`src/rtl/tcw_pkg.sv`:
```
// ----------------------------------------------------------------------------
// tcw_pkg
// Shared types and constants of the text console writer.
// ----------------------------------------------------------------------------
package tcw_pkg;

  localparam int unsigned IDX_W = 11;

  localparam logic [7:0] CHAR_BLANK   = 8'h20;
  localparam logic [7:0] CHAR_NEWLINE = 8'h0A;
  localparam logic [7:0] ATTR_RESET   = 8'h0F;

  typedef enum logic [1:0] {
    CMD_PUT    = 2'd0,
    CMD_CLEAR  = 2'd1,
    CMD_READ   = 2'd2,
    CMD_SETCUR = 2'd3
  } cmd_e;

  typedef struct packed {
    logic [7:0] attr;
    logic [7:0] chr;
  } cell_t;

  typedef struct packed {
    logic [7:0]       attr;
    logic [7:0]       chr;
    logic [IDX_W-1:0] cursor;
  } result_t;

endpackage

```
`src/rtl/tcw_engine.sv`:
```
// ----------------------------------------------------------------------------
// tcw_engine
// Command sequencer: cursor, fill and scroll walks over the screen store.
// ----------------------------------------------------------------------------
module tcw_engine #(
  parameter int unsigned COLUMNS = 80,
  parameter int unsigned ROWS    = 25
) (
  input  logic                               clk_i,
  input  logic                               rst_ni,
  input  logic                               in_valid_i,
  output logic                               in_ready_o,
  input  tcw_pkg::cmd_e                      cmd_i,
  input  logic [7:0]                         char_i,
  input  logic [tcw_pkg::IDX_W-1:0]          idx_i,
  input  logic [7:0]                         attr_i,
  output logic                               res_valid_o,
  output tcw_pkg::result_t                   res_o,
  input  logic                               out_free_i,
  output logic                               ram_we_o,
  output logic [$clog2(ROWS*COLUMNS)-1:0]    ram_waddr_o,
  output tcw_pkg::cell_t                     ram_wdata_o,
  output logic                               ram_re_o,
  output logic [$clog2(ROWS*COLUMNS)-1:0]    ram_raddr_o,
  input  tcw_pkg::cell_t                     ram_rdata_i
);

  localparam int unsigned CELLS = ROWS * COLUMNS;
  localparam int unsigned AW    = $clog2(CELLS);
  localparam int unsigned CW    = $clog2(COLUMNS);
  localparam int unsigned PW    = ((AW > tcw_pkg::IDX_W) ? AW : tcw_pkg::IDX_W) + 1;

  localparam logic [PW-1:0] CELLS_P   = PW'(CELLS);
  localparam logic [PW-1:0] COLS_P    = PW'(COLUMNS);
  localparam logic [PW-1:0] LASTROW_P = PW'(CELLS - COLUMNS);
  localparam logic [CW-1:0] LASTCOL   = CW'(COLUMNS - 1);

  typedef enum logic [5:0] {
    S_IDLE = 6'b000001,
    S_FILL = 6'b000010,
    S_COPY = 6'b000100,
    S_READ = 6'b001000,
    S_DIV  = 6'b010000,
    S_DONE = 6'b100000
  } state_e;

  state_e          state_q, state_d;
  logic [PW-1:0]   pos_q, pos_d;
  logic [CW-1:0]   col_q, col_d;
  logic [PW-1:0]   fill_ptr_q, fill_ptr_d;
  logic [PW-1:0]   fill_end_q, fill_end_d;
  tcw_pkg::cell_t  fill_cell_q, fill_cell_d;
  logic            fill_adv_q, fill_adv_d;
  logic            fill_init_q, fill_init_d;
  logic [PW-1:0]   rd_ptr_q, rd_ptr_d;
  logic [PW-1:0]   wr_ptr_q, wr_ptr_d;
  logic            pend_q, pend_d;
  logic [PW-1:0]   rem_q, rem_d;
  logic [7:0]      rdch_q, rdch_d;
  logic [7:0]      rdat_q, rdat_d;

  logic [PW-1:0]   idx_w;
  logic [PW-1:0]   nxt_row;
  logic [PW-1:0]   fill_nxt;
  logic [PW-1:0]   adv_row;
  tcw_pkg::cell_t  blank;

  assign idx_w   = {{(PW-tcw_pkg::IDX_W){1'b0}}, idx_i};
  assign nxt_row = pos_q + COLS_P - {{(PW-CW){1'b0}}, col_q};
  assign fill_nxt = fill_ptr_q + PW'(1);
  assign blank   = '{attr: attr_i, chr: tcw_pkg::CHAR_BLANK};

  always_comb begin
    state_d     = state_q;
    pos_d       = pos_q;
    col_d       = col_q;
    fill_ptr_d  = fill_ptr_q;
    fill_end_d  = fill_end_q;
    fill_cell_d = fill_cell_q;
    fill_adv_d  = fill_adv_q;
    fill_init_d = fill_init_q;
    rd_ptr_d    = rd_ptr_q;
    wr_ptr_d    = wr_ptr_q;
    pend_d      = pend_q;
    rem_d       = rem_q;
    rdch_d      = rdch_q;
    rdat_d      = rdat_q;
    ram_we_o    = 1'b0;
    ram_waddr_o = pos_q[AW-1:0];
    ram_wdata_o = '{attr: attr_i, chr: char_i};
    ram_re_o    = 1'b0;
    ram_raddr_o = idx_w[AW-1:0];
    res_valid_o = 1'b0;
    adv_row     = nxt_row;

    unique case (state_q)
      S_IDLE: begin
        if (in_valid_i) begin
          rdch_d = '0;
          rdat_d = '0;
          unique case (cmd_i)
            tcw_pkg::CMD_PUT: begin
              if (char_i == tcw_pkg::CHAR_NEWLINE) begin
                fill_ptr_d  = pos_q;
                fill_end_d  = nxt_row;
                fill_cell_d = blank;
                fill_adv_d  = 1'b1;
                state_d     = S_FILL;
              end else begin
                ram_we_o = 1'b1;
                if (col_q != LASTCOL) begin
                  pos_d   = pos_q + PW'(1);
                  col_d   = col_q + CW'(1);
                  state_d = S_DONE;
                end else begin
                  col_d = '0;
                  if (nxt_row == CELLS_P) begin
                    pos_d    = LASTROW_P;
                    rd_ptr_d = COLS_P;
                    wr_ptr_d = '0;
                    pend_d   = 1'b0;
                    state_d  = S_COPY;
                  end else begin
                    pos_d   = nxt_row;
                    state_d = S_DONE;
                  end
                end
              end
            end
            tcw_pkg::CMD_CLEAR: begin
              fill_ptr_d  = '0;
              fill_end_d  = CELLS_P;
              fill_cell_d = blank;
              fill_adv_d  = 1'b0;
              pos_d       = '0;
              col_d       = '0;
              state_d     = S_FILL;
            end
            tcw_pkg::CMD_READ: begin
              if (idx_w < CELLS_P) begin
                ram_re_o = 1'b1;
                state_d  = S_READ;
              end else begin
                state_d = S_DONE;
              end
            end
            tcw_pkg::CMD_SETCUR: begin
              if (idx_w < CELLS_P) begin
                pos_d   = idx_w;
                rem_d   = idx_w;
                state_d = S_DIV;
              end else begin
                state_d = S_DONE;
              end
            end
            default: state_d = S_DONE;
          endcase
        end
      end
      S_FILL: begin
        ram_we_o    = 1'b1;
        ram_waddr_o = fill_ptr_q[AW-1:0];
        ram_wdata_o = fill_cell_q;
        fill_ptr_d  = fill_nxt;
        adv_row     = fill_end_q;
        if (fill_nxt == fill_end_q) begin
          fill_init_d = 1'b0;
          fill_adv_d  = 1'b0;
          if (fill_init_q) begin
            state_d = S_IDLE;
          end else if (fill_adv_q) begin
            col_d = '0;
            if (adv_row == CELLS_P) begin
              pos_d    = LASTROW_P;
              rd_ptr_d = COLS_P;
              wr_ptr_d = '0;
              pend_d   = 1'b0;
              state_d  = S_COPY;
            end else begin
              pos_d   = adv_row;
              state_d = S_DONE;
            end
          end else begin
            state_d = S_DONE;
          end
        end
      end
      S_COPY: begin
        // read one row ahead, write each word back in the next cycle
        ram_raddr_o = rd_ptr_q[AW-1:0];
        ram_waddr_o = wr_ptr_q[AW-1:0];
        ram_wdata_o = ram_rdata_i;
        if (rd_ptr_q != CELLS_P) begin
          ram_re_o = 1'b1;
          rd_ptr_d = rd_ptr_q + PW'(1);
          pend_d   = 1'b1;
        end else begin
          pend_d = 1'b0;
        end
        if (pend_q) begin
          ram_we_o = 1'b1;
          wr_ptr_d = wr_ptr_q + PW'(1);
        end
        if (rd_ptr_q == CELLS_P && !pend_q) begin
          fill_ptr_d  = LASTROW_P;
          fill_end_d  = CELLS_P;
          fill_cell_d = blank;
          fill_adv_d  = 1'b0;
          state_d     = S_FILL;
        end
      end
      S_READ: begin
        rdch_d  = ram_rdata_i.chr;
        rdat_d  = ram_rdata_i.attr;
        state_d = S_DONE;
      end
      S_DIV: begin
        if (rem_q >= COLS_P) begin
          rem_d = rem_q - COLS_P;
        end else begin
          col_d   = rem_q[CW-1:0];
          state_d = S_DONE;
        end
      end
      S_DONE: begin
        res_valid_o = out_free_i;
        if (out_free_i) begin
          state_d = S_IDLE;
        end
      end
      default: state_d = S_IDLE;
    endcase
  end

  assign in_ready_o = (state_q == S_IDLE);
  assign res_o      = '{attr: rdat_q, chr: rdch_q, cursor: pos_q[tcw_pkg::IDX_W-1:0]};

  always_ff @(posedge clk_i or negedge rst_ni) begin
    if (!rst_ni) begin
      state_q     <= S_FILL;
      pos_q       <= '0;
      col_q       <= '0;
      fill_ptr_q  <= '0;
      fill_end_q  <= CELLS_P;
      fill_cell_q <= '{attr: tcw_pkg::ATTR_RESET, chr: tcw_pkg::CHAR_BLANK};
      fill_adv_q  <= 1'b0;
      fill_init_q <= 1'b1;
      rd_ptr_q    <= '0;
      wr_ptr_q    <= '0;
      pend_q      <= 1'b0;
    end else begin
      state_q     <= state_d;
      pos_q       <= pos_d;
      col_q       <= col_d;
      fill_ptr_q  <= fill_ptr_d;
      fill_end_q  <= fill_end_d;
      fill_cell_q <= fill_cell_d;
      fill_adv_q  <= fill_adv_d;
      fill_init_q <= fill_init_d;
      rd_ptr_q    <= rd_ptr_d;
      wr_ptr_q    <= wr_ptr_d;
      pend_q      <= pend_d;
    end
  end

  always_ff @(posedge clk_i) begin
    rem_q  <= rem_d;
    rdch_q <= rdch_d;
    rdat_q <= rdat_d;
  end

endmodule

```
`config.mk`:
```
export PLATFORM = sky130hd
export DESIGN_NAME = tcw_engine
export DESIGN_NICKNAME = d
export VERILOG_FILES = /design/src/rtl/tcw_pkg.sv /design/src/rtl/tcw_engine.sv
export SDC_FILE = /design/constraint.sdc
export NUM_CORES = 1
export LEC_CHECK = 0
export ABC_CLOCK_PERIOD_IN_PS = 3350
export BUFFER_PORTS_ARGS = -buffer_cell sky130_fd_sc_hd__buf_4
export CAP_MARGIN = 20
export CORE_MARGIN = 2
export CORE_UTILIZATION = 35
export CTS_BUF_LIST = sky130_fd_sc_hd__clkbuf_8
export DETAILED_ROUTE_END_ITERATION = 8
export HOLD_SLACK_MARGIN = 0.1
export PLACE_DENSITY_LB_ADDON = 0.2
export SLEW_MARGIN = 20
export SYNTH_ARGS = -nofsm -noshare
export SYNTH_HDL_FRONTEND = slang
export SYNTH_SLANG_ARGS = --single-unit
```
`constraint.sdc`:
```
create_clock -name clk_i -period 3.35 [get_ports clk_i]
set_clock_uncertainty 0.15 [all_clocks]
set_input_delay 0.1675 -clock clk_i [delete_from_list [all_inputs] [get_ports clk_i]]
set_output_delay 0.1675 -clock clk_i [all_outputs]
set_load 0.1 [all_outputs]
```
==> impl_metrics.py <==
metrics = {
    "logic_synthesis": {
        "postSynthCellCount": 922,
        "synthArstFlopShare_pct": 74.77,
        "synth.top_cell.area_share_pct": 22.72,
        "synth-edff-count": 28,
        "ys_ff_latch": 111,
        "synth_cell_type_count": 84,
        "ys_seq_area_share_pct": 37.51,
        "synth_top_cell_by_area": "dfrtp_1",
        "synth-main-ff-cell": "dfrtp_1",
        "avgSynthCellArea_sq_um": 8.480,
        "netlist_area_sq_um": 7819,
        "syn_nets": 1000,
        "synth_most_common_cell": "nand2_1",
        "ys.warnings.count": 0,
        "synthTopCellsByArea": "dfrtp_1 23%, edfxtp_1 11%, nand2_1 6.3%",
        "ys_top_cells_by_count": "132 x nand2_1, 72 x nor2_1, 71 x dfrtp_1",
    },
    "placement": {
        "dp_worst_setup_slack_ns": -0.2927,
        "io_buffers": 117,
        "gp_congestion": 0.8824,
        "place_hpwl_um": 19700,
    },
    "floorplanning": {
        "die_h_um": 153.5,
        "core_area_sq_um": 21890,
        "initial_utilization_pct": 35.72,
        "die_w_um": 153.5,
        "die_area_sq_um": 23550,
        "io_pins": 118,
        "rows": 54,
    },
    "cts": {
        "cts_tree": "built",
        "insertion_delay_ns": 0.41,
        "htree_levels": 3,
        "clock_path_buffers": 2,
        "path_clk_slew_ns": 0.12,
        "cts_sinks": 111,
        "root_buffer": "clkbuf_8",
        "numCtsBuffers": 9,
    },
    "detailed_routing": {
        "drt-initial-drc-count": 612,
        "drc_errors": 0,
        "drtAntennaViolNets": 0,
        "wl_per_cell_um": 19.24,
        "routed_wl_um": 27130,
        "viasPerCell": 5.530,
        "dr.pass1.iters": 7,
        "vias": 7797,
    },
    "timing": {
        "final_hold_viol_count": 0,
        "hold_slack_ns": 0.1154,
        "finalSetupViolCount": 26,
        "post-route-min-period_ns": 3.579,
        "setup_ws_ns": -0.2286,
        "worst_slew_pin_slew_ns": 0.9277,
        "max_freq_ghz": 0.2794,
        "rsz0062_at_grt": "yes",
        "period_share_pct": 106.8,
        "slew_violations": 0,
        "slew_headroom_pct": 38.15,
    },
    "worst_setup_path": {
        "path_max_fanout": 8,
        "arrival_ns": 3.73,
        "reg2reg_slack_ns": -0.23,
        "endpoint": "wr_ptr_q[10]",
        "crit_path_start_kind": "register",
        "crit_required_ns": 3.50,
        "path_class": "register to register",
        "r2r-end": "wr_ptr_q[10]",
        "endpoint_kind": "register",
        "rr_worst_depth": 11,
        "startpoint": "pos_q[1]",
        "r2r_start": "pos_q[1]",
    },
    "layout": {
        "fill_cells": 2126,
        "seq_area_sq_um": 2933,
        "num_antenna_cells": 0,
        "multi_input_area_sq_um": 4668,
        "final_nets": 1203,
        "drive_gt1_share_pct": 26.37,
        "fin_util_pct": 47.36,
        "area_growth_pct": 32.60,
    },
    "power": {
        "power_density_nw_per_um2": 1095,
        "vdd_ir_drop_max_uv": 674.2,
        "p_leak_nw": 4.684,
    },
    "job": {
        "max-cap-violations": 0,
    },
    "global_routing": {
        "grt_max_degree": 66,
        "grt_pass1_vias": 7344,
        "antenna_found_initial": 0,
        "grt_pass1_wl_um": 42340,
        "grt_usage_pct": 22.72,
        "grt.overflow.total": 0,
    },
    "worst_hold_path": {
        "min_path_type": "input pin to register",
    },
    "run_status": {
        "violations": "negative setup slack",
        "outcome": "finished, violations left",
    },
}
[layout make-up]
| class | count | area share [%] |
|---|---|---|
| clock inverter | 7 | 0.7362 |
| tap | 280 | 3.379 |
| inverter | 45 | 1.629 |
| clock buffer | 9 | 1.195 |
| sequential | 111 | 28.29 |
| timing repair buffer | 252 | 19.74 |
| multi-input combinational | 706 | 45.03 |
[what timing repair did]
item,in CTS,in global routing
hold buffers,38,0
buffers inserted,4,3
gates resized for setup,24,18
pin swaps,12,14
cloned,1,0
hold endpoints to repair,95,0
setup endpoints to repair,39,36
[layer usage]
| metal | vias to the layer above | GRT usage [%] | share of wire [%] |
|---|---|---|---|
| met5 | - | 0 | 0 |
| met4 | 0 | 7.165 | 2.6 |
| met3 | 41 | 3.743 | 5.1 |
| met2 | 247 | 36.39 | 46 |
| met1 | 3737 | 31.49 | 46 |
| li1 | 3772 | - | - |
[where the power goes]
group / internal [mW] / switching [mW] / leakage (nW)
sequential: 1.91 / 0.446 / 1.30
combinational: 2.84 / 5.28 / 3.28
clock: 0.299 / 0.573 / 0.103
total: 5.05 / 6.30 / 4.68
[sequential cells by signal (all words and copies together), names as in the netlist, 8 cells and up]
register     cells
fill_cell_q      8
fill_ptr_q      12
fill_end_q      12
rd_ptr_q        12
wr_ptr_q        11
rem_q           12
pos_q           12
rdch_q           8
rdat_q           8
[metrics by stage]
stage               power, mW  TNS (ns)  instance area [sq um]  cells
floorplan               7.660    -3.588                   7864    922
detailed placement      9.984    -6.372                   9534   1349
global placement        9.961    -5.372                   9534   1349
finish                  11.36    -4.033                  10370   1410
CTS                     11.10    -4.681                  10260   1408
global route            12.02    -7.793                  10370   1410
[cells in the final DEF (no fill, tap or decap), types with 9 or more instances in the layout]
| cell | instances |
|---|---|
| ha_1 | 25 |
| a22oi_1 | 15 |
| inv_1 | 40 |
| and2_1 | 22 |
| a21oi_1 | 39 |
| xnor2_1 | 19 |
| a21o_1 | 11 |
| a22o_1 | 19 |
| xor2_1 | 14 |
| nor2_1 | 67 |
| buf_4 | 205 |
| edfxtp_1 | 28 |
| nor3_1 | 26 |
| o21ai_0 | 53 |
| nand2_1 | 132 |
| and3_1 | 16 |
| nand3_1 | 36 |
| o211ai_1 | 13 |
| dlygate4sd3_1 | 38 |
| dfstp_2 | 12 |
| clkbuf_8 | 9 |
| nand4_1 | 15 |
| a221o_1 | 11 |
| dfrtp_1 | 71 |
[logic make-up (layout without fill, tap and decap cells)]
group / after synthesis / count (layout) / synth area share, %
buf+inv: 106 / 313 / 5.873
mux: 4 / 4 / 0.5441
flops: 111 / 111 / 37.51
fa+ha+maj: 29 / 29 / 4.737
compound gates: 253 / 254 / 22.84
simple gates: 385 / 385 / 24.69
xor+xnor: 34 / 34 / 3.809
[critical path, cell delays in order, from the launching register on]
cell and delay, ns:
dfrtp_1 0.44, ha_4 0.29, ha_4 0.13, inv_2 0.03
fa_2 0.52, nand3b_1 0.10, or4_4 0.51, a2111oi_4 0.31
and4b_1 0.28, nand3_2 0.13, a21o_4 0.28, a221o_1 0.29
[worst min path at each step]
stage | to | start | slack, ns | depth (start not counted)
finish | state_q[5] | in_valid_i | 0.12 | 4
global route | state_q[5] | in_valid_i | 0.10 | 4
CTS | state_q[5] | in_valid_i | 0.10 | 4
detailed placement | col_q[6] | rst_ni | 0.21 | 1
global placement | col_q[3] | rst_ni | 0.19 | 1
floorplan | col_q[0] | rst_ni | -0.28 | 0
(Power assumes the default switching activity.)
